## src/hdl/cpm_pkg.sv

```systemverilog
`timescale 1ns / 1ps

package cpm_pkg;

    localparam int MAX_VERTICES = 1024;
    localparam int MIN_VERTICES = 3;

    localparam int COORD_W    = 16;
    localparam int MUL_W      = COORD_W + 1;
    localparam int PROD_W     = 2 * MUL_W;
    localparam int CNT_W      = $clog2(MAX_VERTICES + 2);
    localparam int AREA_W     = PROD_W + $clog2(MAX_VERTICES);
    localparam int SUM_W      = COORD_W + 1 + $clog2(MAX_VERTICES);
    localparam int FRAC_W     = 8;
    localparam int DIV_W      = SUM_W + FRAC_W;
    localparam int DCNT_W     = $clog2(DIV_W);

    localparam int AREA_OUT_W = 34;
    localparam int SIZE_W     = 16;
    localparam int CTR_W      = 17;
    localparam int CENT_W     = 24;

    localparam logic [CNT_W-1:0] MAX_CNT  = CNT_W'(MAX_VERTICES);
    localparam logic [CNT_W-1:0] OVER_CNT = CNT_W'(MAX_VERTICES + 1);
    localparam logic [CNT_W-1:0] MIN_CNT  = CNT_W'(MIN_VERTICES);
    localparam logic [AREA_OUT_W-1:0] AREA_SAT = '1;

endpackage

```

## src/hdl/convex_polygon_measure_top.sv

```systemverilog
`timescale 1ns / 1ps

// The first vertex passes through S_IDLE and S_VTX, the second also through S_E1, and each later one
// through S_E1, S_T0 and S_T1; one shared 17x17 multiplier forms the four products of each later
// vertex, one per cycle. After the marked vertex is worked, the result follows from four products for
// the wrap-around turns, two for the closing edge, then a bit-serial divider for each centroid.
// A finished result waits in the output register while the next polygon streams in.
// Synchronous active-low reset clears the sequencer, the output valid and all polygon sums.
module convex_polygon_measure_top (
    input  logic                                 i_clk,
    input  logic                                 i_rst_n,
    input  logic                                 i_vertex_valid,
    output logic                                 o_vertex_ready,
    input  logic signed [cpm_pkg::COORD_W-1:0]   i_vertex_x,
    input  logic signed [cpm_pkg::COORD_W-1:0]   i_vertex_y,
    input  logic                                 i_last_vertex,
    output logic                                 o_result_valid,
    input  logic                                 i_result_ready,
    output logic        [cpm_pkg::AREA_OUT_W-1:0] o_doubled_area,
    output logic        [cpm_pkg::SIZE_W-1:0]    o_frame_width,
    output logic        [cpm_pkg::SIZE_W-1:0]    o_frame_height,
    output logic signed [cpm_pkg::CTR_W-1:0]     o_frame_center_x_doubled,
    output logic signed [cpm_pkg::CTR_W-1:0]     o_frame_center_y_doubled,
    output logic signed [cpm_pkg::CENT_W-1:0]    o_centroid_x_q8,
    output logic signed [cpm_pkg::CENT_W-1:0]    o_centroid_y_q8,
    output logic                                 o_is_convex,
    output logic                                 o_too_few_points,
    output logic                                 o_too_many_points
);
    import cpm_pkg::*;

    typedef enum logic [3:0] {
        S_IDLE, S_VTX, S_E1, S_T0, S_T1, S_CHK, S_EF0, S_EF1,
        S_DLOAD, S_DIV, S_DSTORE, S_PUT
    } t_state;

    typedef enum logic [2:0] {
        ACT_NONE, ACT_AREA_ADD, ACT_AREA_SUB, ACT_TURN_LOAD, ACT_TURN_FIRST, ACT_TURN_CHECK
    } t_act;

    typedef enum logic [1:0] {
        TS_VTX, TS_WRAP1, TS_WRAP2
    } t_tsel;

    t_state r_state, n_state;
    t_act   r_act, n_act;
    t_tsel  r_tsel, n_tsel;

    logic signed [COORD_W-1:0] r_vx, n_vx, r_vy, n_vy;
    logic                      r_last, n_last;
    logic signed [COORD_W-1:0] r_fx, n_fx, r_fy, n_fy, r_sx, n_sx, r_sy, n_sy;
    logic signed [COORD_W-1:0] r_ox, n_ox, r_oy, n_oy, r_nx, n_nx, r_ny, n_ny;
    logic signed [COORD_W-1:0] r_minx, n_minx, r_maxx, n_maxx, r_miny, n_miny, r_maxy, n_maxy;
    logic signed [AREA_W-1:0]  r_area, n_area;
    logic signed [SUM_W-1:0]   r_sumx, n_sumx, r_sumy, n_sumy;
    logic        [CNT_W-1:0]   r_count, n_count;
    logic                      r_fsign, n_fsign, r_agree, n_agree;
    logic signed [PROD_W-1:0]  r_prod, n_prod, r_turn, n_turn;
    logic                      r_few, n_few, r_many, n_many;
    logic                      r_dsel, n_dsel, r_dneg, n_dneg;
    logic        [DIV_W-1:0]   r_quo, n_quo;
    logic        [CNT_W-1:0]   r_rem, n_rem;
    logic        [DCNT_W-1:0]  r_dcnt, n_dcnt;
    logic signed [CENT_W-1:0]  r_cx, n_cx, r_cy, n_cy;

    logic                          r_o_valid, n_o_valid;
    logic        [AREA_OUT_W-1:0]  r_o_area, n_o_area;
    logic        [SIZE_W-1:0]      r_o_w, n_o_w, r_o_h, n_o_h;
    logic signed [CTR_W-1:0]       r_o_cx2, n_o_cx2, r_o_cy2, n_o_cy2;
    logic signed [CENT_W-1:0]      r_o_mx, n_o_mx, r_o_my, n_o_my;
    logic                          r_o_conv, n_o_conv, r_o_few, n_o_few, r_o_many, n_o_many;

    logic signed [MUL_W-1:0]   m_a, m_b;
    logic signed [COORD_W-1:0] t_ax, t_ay, t_bx, t_by, t_cx, t_cy;
    logic signed [MUL_W-1:0]   abx, aby, bcx, bcy;
    logic signed [PROD_W:0]    turn_diff;
    logic                      turn_neg;
    logic        [CNT_W:0]     div_trial;
    logic        [SUM_W-1:0]   sum_mag;
    logic signed [SUM_W-1:0]   sum_sel;
    logic        [DIV_W-1:0]   quo_signed;
    logic        [AREA_W-1:0]  area_mag;
    logic signed [MUL_W-1:0]   box_w, box_h, box_cx, box_cy;
    logic                      accept_in, take_out;

    assign accept_in = i_vertex_valid && (r_state == S_IDLE);
    assign take_out  = r_o_valid && i_result_ready;

    always_comb begin
        unique case (r_tsel)
            TS_WRAP1: begin
                t_ax = r_ox; t_ay = r_oy; t_bx = r_nx; t_by = r_ny; t_cx = r_fx; t_cy = r_fy;
            end
            TS_WRAP2: begin
                t_ax = r_nx; t_ay = r_ny; t_bx = r_fx; t_by = r_fy; t_cx = r_sx; t_cy = r_sy;
            end
            default: begin
                t_ax = r_ox; t_ay = r_oy; t_bx = r_nx; t_by = r_ny; t_cx = r_vx; t_cy = r_vy;
            end
        endcase
        abx = {t_bx[COORD_W-1], t_bx} - {t_ax[COORD_W-1], t_ax};
        aby = {t_by[COORD_W-1], t_by} - {t_ay[COORD_W-1], t_ay};
        bcx = {t_cx[COORD_W-1], t_cx} - {t_bx[COORD_W-1], t_bx};
        bcy = {t_cy[COORD_W-1], t_cy} - {t_by[COORD_W-1], t_by};
    end

    assign turn_diff = {r_turn[PROD_W-1], r_turn} - {r_prod[PROD_W-1], r_prod};
    assign turn_neg  = turn_diff[PROD_W];

    assign div_trial  = {r_rem, r_quo[DIV_W-1]};
    assign sum_sel    = r_dsel ? r_sumy : r_sumx;
    assign sum_mag    = sum_sel[SUM_W-1] ? SUM_W'(-sum_sel) : SUM_W'(sum_sel);
    assign quo_signed = r_dneg ? DIV_W'(-r_quo) : r_quo;
    assign area_mag   = r_area[AREA_W-1] ? AREA_W'(-r_area) : AREA_W'(r_area);

    assign box_w  = {r_maxx[COORD_W-1], r_maxx} - {r_minx[COORD_W-1], r_minx};
    assign box_h  = {r_maxy[COORD_W-1], r_maxy} - {r_miny[COORD_W-1], r_miny};
    assign box_cx = {r_maxx[COORD_W-1], r_maxx} + {r_minx[COORD_W-1], r_minx};
    assign box_cy = {r_maxy[COORD_W-1], r_maxy} + {r_miny[COORD_W-1], r_miny};

    always_comb begin
        n_state = r_state; n_act = ACT_NONE; n_tsel = r_tsel;
        n_vx = r_vx; n_vy = r_vy; n_last = r_last;
        n_fx = r_fx; n_fy = r_fy; n_sx = r_sx; n_sy = r_sy;
        n_ox = r_ox; n_oy = r_oy; n_nx = r_nx; n_ny = r_ny;
        n_minx = r_minx; n_maxx = r_maxx; n_miny = r_miny; n_maxy = r_maxy;
        n_area = r_area; n_sumx = r_sumx; n_sumy = r_sumy; n_count = r_count;
        n_fsign = r_fsign; n_agree = r_agree; n_turn = r_turn;
        n_few = r_few; n_many = r_many;
        n_dsel = r_dsel; n_dneg = r_dneg; n_quo = r_quo; n_rem = r_rem; n_dcnt = r_dcnt;
        n_cx = r_cx; n_cy = r_cy;
        n_o_valid = take_out ? 1'b0 : r_o_valid;
        n_o_area = r_o_area; n_o_w = r_o_w; n_o_h = r_o_h;
        n_o_cx2 = r_o_cx2; n_o_cy2 = r_o_cy2; n_o_mx = r_o_mx; n_o_my = r_o_my;
        n_o_conv = r_o_conv; n_o_few = r_o_few; n_o_many = r_o_many;
        m_a = '0;
        m_b = '0;

        // The product issued in the previous cycle is folded in here.
        case (r_act)
            ACT_AREA_ADD:  n_area = r_area + {{(AREA_W-PROD_W){r_prod[PROD_W-1]}}, r_prod};
            ACT_AREA_SUB:  n_area = r_area - {{(AREA_W-PROD_W){r_prod[PROD_W-1]}}, r_prod};
            ACT_TURN_LOAD: n_turn = r_prod;
            ACT_TURN_FIRST: n_fsign = turn_neg;
            ACT_TURN_CHECK: begin
                if (turn_neg != r_fsign) begin
                    n_agree = 1'b0;
                end
            end
            default: ;
        endcase

        unique case (r_state)
            S_IDLE: begin
                if (accept_in) begin
                    n_vx = i_vertex_x;
                    n_vy = i_vertex_y;
                    n_last = i_last_vertex;
                    n_state = S_VTX;
                end
            end
            S_VTX: begin
                if (r_count >= MAX_CNT) begin
                    n_count = OVER_CNT;
                    n_state = r_last ? S_CHK : S_IDLE;
                end else begin
                    n_sumx = r_sumx + {{(SUM_W-COORD_W){r_vx[COORD_W-1]}}, r_vx};
                    n_sumy = r_sumy + {{(SUM_W-COORD_W){r_vy[COORD_W-1]}}, r_vy};
                    if (r_count == '0) begin
                        n_fx = r_vx; n_fy = r_vy;
                        n_minx = r_vx; n_maxx = r_vx; n_miny = r_vy; n_maxy = r_vy;
                        n_ox = r_nx; n_oy = r_ny; n_nx = r_vx; n_ny = r_vy;
                        n_count = r_count + CNT_W'(1);
                        n_state = r_last ? S_CHK : S_IDLE;
                    end else begin
                        if (r_vx < r_minx) n_minx = r_vx;
                        if (r_vx > r_maxx) n_maxx = r_vx;
                        if (r_vy < r_miny) n_miny = r_vy;
                        if (r_vy > r_maxy) n_maxy = r_vy;
                        if (r_count == CNT_W'(1)) begin
                            n_sx = r_vx; n_sy = r_vy;
                        end
                        m_a = {r_nx[COORD_W-1], r_nx};
                        m_b = {r_vy[COORD_W-1], r_vy};
                        n_act = ACT_AREA_ADD;
                        n_state = S_E1;
                    end
                end
            end
            S_E1: begin
                m_a = {r_vx[COORD_W-1], r_vx};
                m_b = {r_ny[COORD_W-1], r_ny};
                n_act = ACT_AREA_SUB;
                if (r_count >= CNT_W'(2)) begin
                    n_tsel = TS_VTX;
                    n_state = S_T0;
                end else begin
                    n_ox = r_nx; n_oy = r_ny; n_nx = r_vx; n_ny = r_vy;
                    n_count = r_count + CNT_W'(1);
                    n_state = r_last ? S_CHK : S_IDLE;
                end
            end
            S_T0: begin
                m_a = abx;
                m_b = bcy;
                n_act = ACT_TURN_LOAD;
                n_state = S_T1;
            end
            S_T1: begin
                m_a = aby;
                m_b = bcx;
                unique case (r_tsel)
                    TS_WRAP1: begin
                        n_act = ACT_TURN_CHECK;
                        n_tsel = TS_WRAP2;
                        n_state = S_T0;
                    end
                    TS_WRAP2: begin
                        n_act = ACT_TURN_CHECK;
                        n_state = S_EF0;
                    end
                    default: begin
                        n_act = (r_count == CNT_W'(2)) ? ACT_TURN_FIRST : ACT_TURN_CHECK;
                        n_ox = r_nx; n_oy = r_ny; n_nx = r_vx; n_ny = r_vy;
                        n_count = r_count + CNT_W'(1);
                        n_state = r_last ? S_CHK : S_IDLE;
                    end
                endcase
            end
            S_CHK: begin
                n_many = (r_count > MAX_CNT);
                n_few = (r_count <= MAX_CNT) && (r_count < MIN_CNT);
                if ((r_count > MAX_CNT) || (r_count < MIN_CNT)) begin
                    n_state = S_PUT;
                end else begin
                    n_tsel = TS_WRAP1;
                    n_state = S_T0;
                end
            end
            S_EF0: begin
                m_a = {r_nx[COORD_W-1], r_nx};
                m_b = {r_fy[COORD_W-1], r_fy};
                n_act = ACT_AREA_ADD;
                n_state = S_EF1;
            end
            S_EF1: begin
                m_a = {r_fx[COORD_W-1], r_fx};
                m_b = {r_ny[COORD_W-1], r_ny};
                n_act = ACT_AREA_SUB;
                n_dsel = 1'b0;
                n_state = S_DLOAD;
            end
            S_DLOAD: begin
                n_quo = {sum_mag, FRAC_W'(0)};
                n_dneg = sum_sel[SUM_W-1];
                n_rem = '0;
                n_dcnt = DCNT_W'(DIV_W - 1);
                n_state = S_DIV;
            end
            S_DIV: begin
                if (div_trial >= {1'b0, r_count}) begin
                    n_rem = CNT_W'(div_trial - {1'b0, r_count});
                    n_quo = {r_quo[DIV_W-2:0], 1'b1};
                end else begin
                    n_rem = div_trial[CNT_W-1:0];
                    n_quo = {r_quo[DIV_W-2:0], 1'b0};
                end
                n_dcnt = r_dcnt - DCNT_W'(1);
                if (r_dcnt == '0) begin
                    n_state = S_DSTORE;
                end
            end
            S_DSTORE: begin
                if (r_dsel) begin
                    n_cy = quo_signed[CENT_W-1:0];
                    n_state = S_PUT;
                end else begin
                    n_cx = quo_signed[CENT_W-1:0];
                    n_dsel = 1'b1;
                    n_state = S_DLOAD;
                end
            end
            S_PUT: begin
                if (!r_o_valid || i_result_ready) begin
                    n_o_valid = 1'b1;
                    n_o_few = r_few;
                    n_o_many = r_many;
                    if (r_few || r_many) begin
                        n_o_area = '0; n_o_w = '0; n_o_h = '0;
                        n_o_cx2 = '0; n_o_cy2 = '0; n_o_mx = '0; n_o_my = '0;
                        n_o_conv = 1'b0;
                    end else begin
                        n_o_area = (|area_mag[AREA_W-1:AREA_OUT_W]) ? AREA_SAT
                                                                    : area_mag[AREA_OUT_W-1:0];
                        n_o_w = box_w[SIZE_W-1:0];
                        n_o_h = box_h[SIZE_W-1:0];
                        n_o_cx2 = box_cx;
                        n_o_cy2 = box_cy;
                        n_o_mx = r_cx;
                        n_o_my = r_cy;
                        n_o_conv = r_agree;
                    end
                    n_fx = '0; n_fy = '0; n_sx = '0; n_sy = '0;
                    n_ox = '0; n_oy = '0; n_nx = '0; n_ny = '0;
                    n_minx = '0; n_maxx = '0; n_miny = '0; n_maxy = '0;
                    n_area = '0; n_sumx = '0; n_sumy = '0; n_count = '0;
                    n_fsign = 1'b0; n_agree = 1'b1;
                    n_few = 1'b0; n_many = 1'b0;
                    n_state = S_IDLE;
                end
            end
            default: n_state = S_IDLE;
        endcase
    end

    assign n_prod = m_a * m_b;

    always_ff @(posedge i_clk) begin
        if (!i_rst_n) begin
            r_state <= S_IDLE;
            r_act <= ACT_NONE;
            r_tsel <= TS_VTX;
            r_o_valid <= 1'b0;
            r_fx <= '0; r_fy <= '0; r_sx <= '0; r_sy <= '0;
            r_ox <= '0; r_oy <= '0; r_nx <= '0; r_ny <= '0;
            r_minx <= '0; r_maxx <= '0; r_miny <= '0; r_maxy <= '0;
            r_area <= '0; r_sumx <= '0; r_sumy <= '0; r_count <= '0;
            r_fsign <= 1'b0; r_agree <= 1'b1;
            r_few <= 1'b0; r_many <= 1'b0; r_dsel <= 1'b0;
        end else begin
            r_state <= n_state;
            r_act <= n_act;
            r_tsel <= n_tsel;
            r_o_valid <= n_o_valid;
            r_fx <= n_fx; r_fy <= n_fy; r_sx <= n_sx; r_sy <= n_sy;
            r_ox <= n_ox; r_oy <= n_oy; r_nx <= n_nx; r_ny <= n_ny;
            r_minx <= n_minx; r_maxx <= n_maxx; r_miny <= n_miny; r_maxy <= n_maxy;
            r_area <= n_area; r_sumx <= n_sumx; r_sumy <= n_sumy; r_count <= n_count;
            r_fsign <= n_fsign; r_agree <= n_agree;
            r_few <= n_few; r_many <= n_many; r_dsel <= n_dsel;
        end
        r_vx <= n_vx; r_vy <= n_vy; r_last <= n_last;
        r_prod <= n_prod; r_turn <= n_turn;
        r_dneg <= n_dneg; r_quo <= n_quo; r_rem <= n_rem; r_dcnt <= n_dcnt;
        r_cx <= n_cx; r_cy <= n_cy;
        r_o_area <= n_o_area; r_o_w <= n_o_w; r_o_h <= n_o_h;
        r_o_cx2 <= n_o_cx2; r_o_cy2 <= n_o_cy2; r_o_mx <= n_o_mx; r_o_my <= n_o_my;
        r_o_conv <= n_o_conv; r_o_few <= n_o_few; r_o_many <= n_o_many;
    end

    assign o_vertex_ready           = (r_state == S_IDLE);
    assign o_result_valid           = r_o_valid;
    assign o_doubled_area           = r_o_area;
    assign o_frame_width            = r_o_w;
    assign o_frame_height           = r_o_h;
    assign o_frame_center_x_doubled = r_o_cx2;
    assign o_frame_center_y_doubled = r_o_cy2;
    assign o_centroid_x_q8          = r_o_mx;
    assign o_centroid_y_q8          = r_o_my;
    assign o_is_convex              = r_o_conv;
    assign o_too_few_points         = r_o_few;
    assign o_too_many_points        = r_o_many;

endmodule

```

## config.mk

```make
export PLATFORM = sky130hd
export DESIGN_NAME = convex_polygon_measure_top
export DESIGN_NICKNAME = d
export VERILOG_FILES = /design/src/hdl/cpm_pkg.sv /design/src/hdl/convex_polygon_measure_top.sv
export SDC_FILE = /design/constraint.sdc
export NUM_CORES = 2
export LEC_CHECK = 0
export BUFFER_PORTS_ARGS = -buffer_cell sky130_fd_sc_hd__buf_2
export CAP_MARGIN = 30
export CORE_ASPECT_RATIO = 1.2
export CORE_MARGIN = 2
export CORE_UTILIZATION = 35
export CTS_CLUSTER_SIZE = 20
export DETAILED_ROUTE_END_ITERATION = 8
export RECOVER_POWER = 50
export SYNTH_ARGS = -nofsm -noshare
export SYNTH_HDL_FRONTEND = slang
export SYNTH_SLANG_ARGS = --single-unit
```

## constraint.sdc

```tcl
create_clock -name i_clk -period 14.7 [get_ports i_clk]
set_clock_uncertainty 0.1 [all_clocks]
set_input_delay 0.735 -clock i_clk [delete_from_list [all_inputs] [get_ports i_clk]]
set_output_delay 0.735 -clock i_clk [all_outputs]
set_load 0.02 [all_outputs]
```

After elaboration in Yosys (flattened, before gate mapping)
Index checks and enable logic that the tools add are counted.

Register bits after elaboration: 669. Bits of input ports: 37. Output and inout port bits: 153. Word-level logic and storage cells: 267.

Add/subtract/negate cells: 19. Multiply operators: 1. Order comparisons: 10. Equality and inequality tests: 38. Mux-type cells: 117. Bitwise gates (word level): 1. Reductions and logical operators: 35.

Operators with widths (count): $mux W16 (39); $pmux W16 S2 (10); $pmux W16 S4 (4); $mux W27 (5); $mux W44 (3); $pmux W27 S2 (2); $pmux W17 S6 (1); $pmux W44 S2 (1); $pmux W17 S5 (1); $pmux W35 S2 (1); $mux W17 (4); $sub A16 B16 Y17 (4); $mux W11 (6); $add A27 B27 Y27 (2); $pmux W4 S12 (1); $add A44 B44 Y44 (1); $neg A44 Y44 (1); $pmux W11 S4 (1); $sub A44 B44 Y44 (1); $sub A34 B34 Y35 (1); $add A16 B16 Y17 (2); $mul A17 B17 Y34 (1); $mux W34 (1); $gt A16 B16 Y1 (2); other kinds (56) (126).

Longest topological paths before layout
Word-level depth: 6. Depth in mapped cells: 44. Depth with buffers taken out: 41.

Worst setup path before layout
Ideal clock, no wire load.

Path type: reg-to-reg. From: register r_tsel[0]. To: register r_prod[33]. Setup time: 0.121 ns. Arrival: 9.555 ns. Data required time: 14.479 ns. Setup slack: 4.925 ns. Cell stages (with the launch flop): 37. Buffers on the path: 3. Period minus slack after synthesis: 9.775 ns. Cell sequence: dfxtp_1 -> inv_1 -> ha_1 -> clkbuf_1 -> clkbuf_1 -> mux2i_1 -> inv_1 -> fa_1 -> a21o_1 -> a21oi_1 -> o21a_1 -> o31ai_1 -> a311o_1 -> a21oi_1 -> nor2b_1 -> o21ai_0 -> and4_1 -> a2111o_1 -> clkbuf_1 -> and2_1 -> fa_1 -> fa_1 -> fa_1 -> fa_1 -> fa_1 -> inv_1 -> fa_1 -> inv_1 -> ha_1 -> inv_1 -> or2_2 -> a2111oi_0 -> nor2_1 -> a211o_1 -> o21bai_1 -> a21oi_1 -> xnor2_1.

Word-level cells in the longest chain between the ends: 5. Elaborated cells between the ends (all ways): 15. Those cells by class: add/sub: 4; mul: 1; eq/ne: 2; mux: 8.

RTL lines: from (decl) (RTL line convex_polygon_measure_top.sv:47) `t_tsel r_tsel, n_tsel;`; from (signal assigned) (RTL line convex_polygon_measure_top.sv:333) `r_tsel <= n_tsel;`; $eq A2 B2 Y1 / $eq A2 B1 Y1 (equally long branches) (RTL line convex_polygon_measure_top.sv:90) `unique case (r_tsel)`; $pmux W16 S2 / $mux W16 (equally long branches) (RTL line convex_polygon_measure_top.sv:90); $sub A16 B16 Y17, on equally long branches; $pmux W17 S5 / $pmux W17 S6 (equally long branches) (RTL line convex_polygon_measure_top.sv:153) `unique case (r_state)`; $mul A17 B17 Y34 * (RTL line convex_polygon_measure_top.sv:316) `assign n_prod = m_a * m_b;`; named net n_prod[33] (RTL line convex_polygon_measure_top.sv:58) `logic signed [PROD_W-1:0] r_prod, n_prod, r_turn, n_turn;`; to (signal assigned) (RTL line convex_polygon_measure_top.sv:343) `r_prod <= n_prod; r_turn <= n_turn;`; to (decl) (RTL line convex_polygon_measure_top.sv:58).

The timed path passes the listed nets; every way through them passes the cells marked *. A chain may end at the register's enable or synchronous reset.

Worst setup path after layout
Same ends and word-level chain as after synthesis.

==> results.tsv <==
metric	value	unit
clkLatencyLatePin	0.70	ns
maxCapViolations	11	
ant_nets	0	
antenna_found_initial	1	
rows	155	
placed_area	55700	µm²
worst_path_max_delay_cell	clkbuf_1	
clk_pin_slew	0.06	ns
syn_inst	5782	
yosysUniqueCellTypes	91	
final_cells	7902	
routed.top_layer	met5	
drive_gt1_frac	0.0596	
power_density	205	nW/µm²
synth_edf_count	317	
finalCritPeriodShare	0.840	
ir_drop	0.153	mV
ioPinCount	190	
hpwl	115	mm
clockBufferDepth	3	
hold_path_class	in2reg	
track_usage	0.193	
post-synth-top-count-cell	nand2_1	
final-hold-violation-count	0	
synth.area.top_cells	edfxtp_1 18%, dfxtp_1 13%, fa_1 12%	
syn_nets	6552	
outcome	finished with violations	
grt_pass1_vias	41475	
cts_resized	0	
root_buffer	clkbuf_16	
place_inst	7757	
path_common_cell	fa_1	
cts-htree-levels	3	
gp_congestion	0.898	
synth_top_area_share	0.181	
synth-seq-cells	667	
cts-buffers-inserted	78	
ys_seq_area_frac	0.315	
cp.required	15.15	ns
synthesis.area	52500	µm²
synth_area_per_cell	9.08	µm²
slew_headroom	-1.32	
ys_warn_count	0	
clock.fmax	0.0810	GHz
core	149000	µm²
setup_violations	0	
drc	0	
synth-main-ff-cell	dfxtp_1	
postLayoutCellArea	58200	µm²
dieWidth	358	µm
wl_met1	65.7	mm
drt_iter0_drc	3164	
diodes	0	
wl_met2	73.2	mm
start_kind	flop	
portBuffers	189	
worst_slew_pin_slew	3.48	ns
post_cts.repair.setup_buffers	0	
hold_ws	0.112	ns
rsz0062_at_grt	no	
grt_pass1_wl	234	mm
p_leak	24.0	nW
wl_met3	7.03	mm
crit_arrival	12.80	ns
area_growth	10.9	%
ys_async_sr_fraction	0	
hold_buffers	0	
cts.sinks	667	
cp_slowest_stage_delay	1.87	ns
final_util	0.391	
grt.overflow.total	0	
dieArea	153000	µm²
tns	0	ns
synth_top_cell_by_area	edfxtp_1	
fin_nets	6648	
drt-vias-per-instance	5.25	
cp_max_fo	55	
totalWireLength	150	mm
violations	max-capacitance violations, max-slew violations	
critPathCaptureType	flop	
min_period	12.35	ns
first_pass_iters	6	
drt-wirelength-per-cell	19.0	µm
die_h	428	µm
slew_viol_final	481	
synth_common_cells	609 x nand2_1, 589 x inv_1, 424 x ha_1, 391 x nor2_1, 350 x dfxtp_1	
initial_core_util	0.353	
critPathKind	reg2reg	
grt_max_degree	104	
vias	41488	
cts_tree	yes	
metal layers:
| layer | GRT usage | vias to the layer above |
|---|---|---|
| li1 | - | 20010 |
| met1 | 0.252 | 20252 |
| met2 | 0.336 | 994 |
| met3 | 0.0204 | 230 |
| met4 | 0.0585 | 2 |
| met5 | 0 | - |
area by class of cell:
type / count / area [µm²]
well taps: 1962 / 2450
fillers: 14924 / 90700
multi-input cells: 4275 / 32900
clock inverters: 49 / 704
clock buffers: 93 / 2060
repair buffers: 266 / 1340
inverters: 590 / 2220
flip-flops and latches: 667 / 16500
sequential cells by signal, summed over array words and instances, names as in the netlist, 27 cells and up:
signal and flops:
r_sumy 27, r_sumx 27, r_prod 34, r_quo 35, r_turn 34, r_area 44
o_doubled_area 34
worst paths after layout:
path	start	endpoint	slack [ns]	cells after the start
hold reg to reg	r_prod[11]$_DFF_P_	r_turn[11]$_DFFE_PN_	0.34	0
hold / removal	i_vertex_y[4]	r_vy[4]$_DFFE_PP_	0.11	1
setup reg to reg	r_tsel[0]$_SDFFE_PN0P_	r_prod[33]$_DFF_P_	2.35	35
setup / recovery	r_tsel[0]$_SDFFE_PN0P_	r_prod[33]$_DFF_P_	2.35	35
worst max-delay path, delay by kind of cell, from the launching register on:
| family | cells | cell delay, ns |
|---|---|---|
| flops | 1 | 0.35 |
| xor+xnor | 2 | 0.21 |
| simple gates | 4 | 0.78 |
| fa+ha+maj | 9 | 4.43 |
| buf+inv | 5 | 2.11 |
| compound gates | 15 | 4.21 |
stage by stage:
| step | worst slack (ns) | total power, W |
|---|---|---|
| floorplan | 4.92 | 0.00784 |
| finish | 2.35 | 0.0119 |
| CTS | 3.71 | 0.0119 |
| global route | 1.67 | 0.0128 |
| detailed placement | 3.74 | 0.00977 |
| global placement | 3.66 | 0.00966 |
power by group:
group / switching, W / internal, W / total (W)
clock network: 0.000852 / 0.00126 / 0.00211
registers: 0.000369 / 0.00239 / 0.00275
logic: 0.00427 / 0.00279 / 0.00706
total: 0.00549 / 0.00643 / 0.0119
cell families after synthesis:
family | after synthesis | synth area share
multiplexers | 184 | 0.0359
AND/OR/NAND/NOR | 1836 | 0.169
AO/OA/AOI/OAI | 1209 | 0.149
XOR/XNOR | 313 | 0.0522
flip-flops | 667 | 0.315
adder cells (fa/ha/maj) | 733 | 0.219
buffers and inverters | 840 | 0.0607
layout by cell type, fill, tap and decap left out, drive strengths merged, types with 36 or more instances in the layout:
cell      n
dfxtp   350
edfxtp  317
a21o    102
nor3     97
a22oi    66
ha      424
a21oi   301
xor2    105
nor2b   111
mux2i   149
xnor2   208
clkbuf  263
and2    235
nor2    392
and3     36
buf      96
or3      39
fa      309
nand3   109
inv     596
o21ai   340
nand4    46
a21boi   64
nand2   609
nand2b   62
o21a     38
a31oi    37
Note: power is estimated with default switching activity, not from simulation.
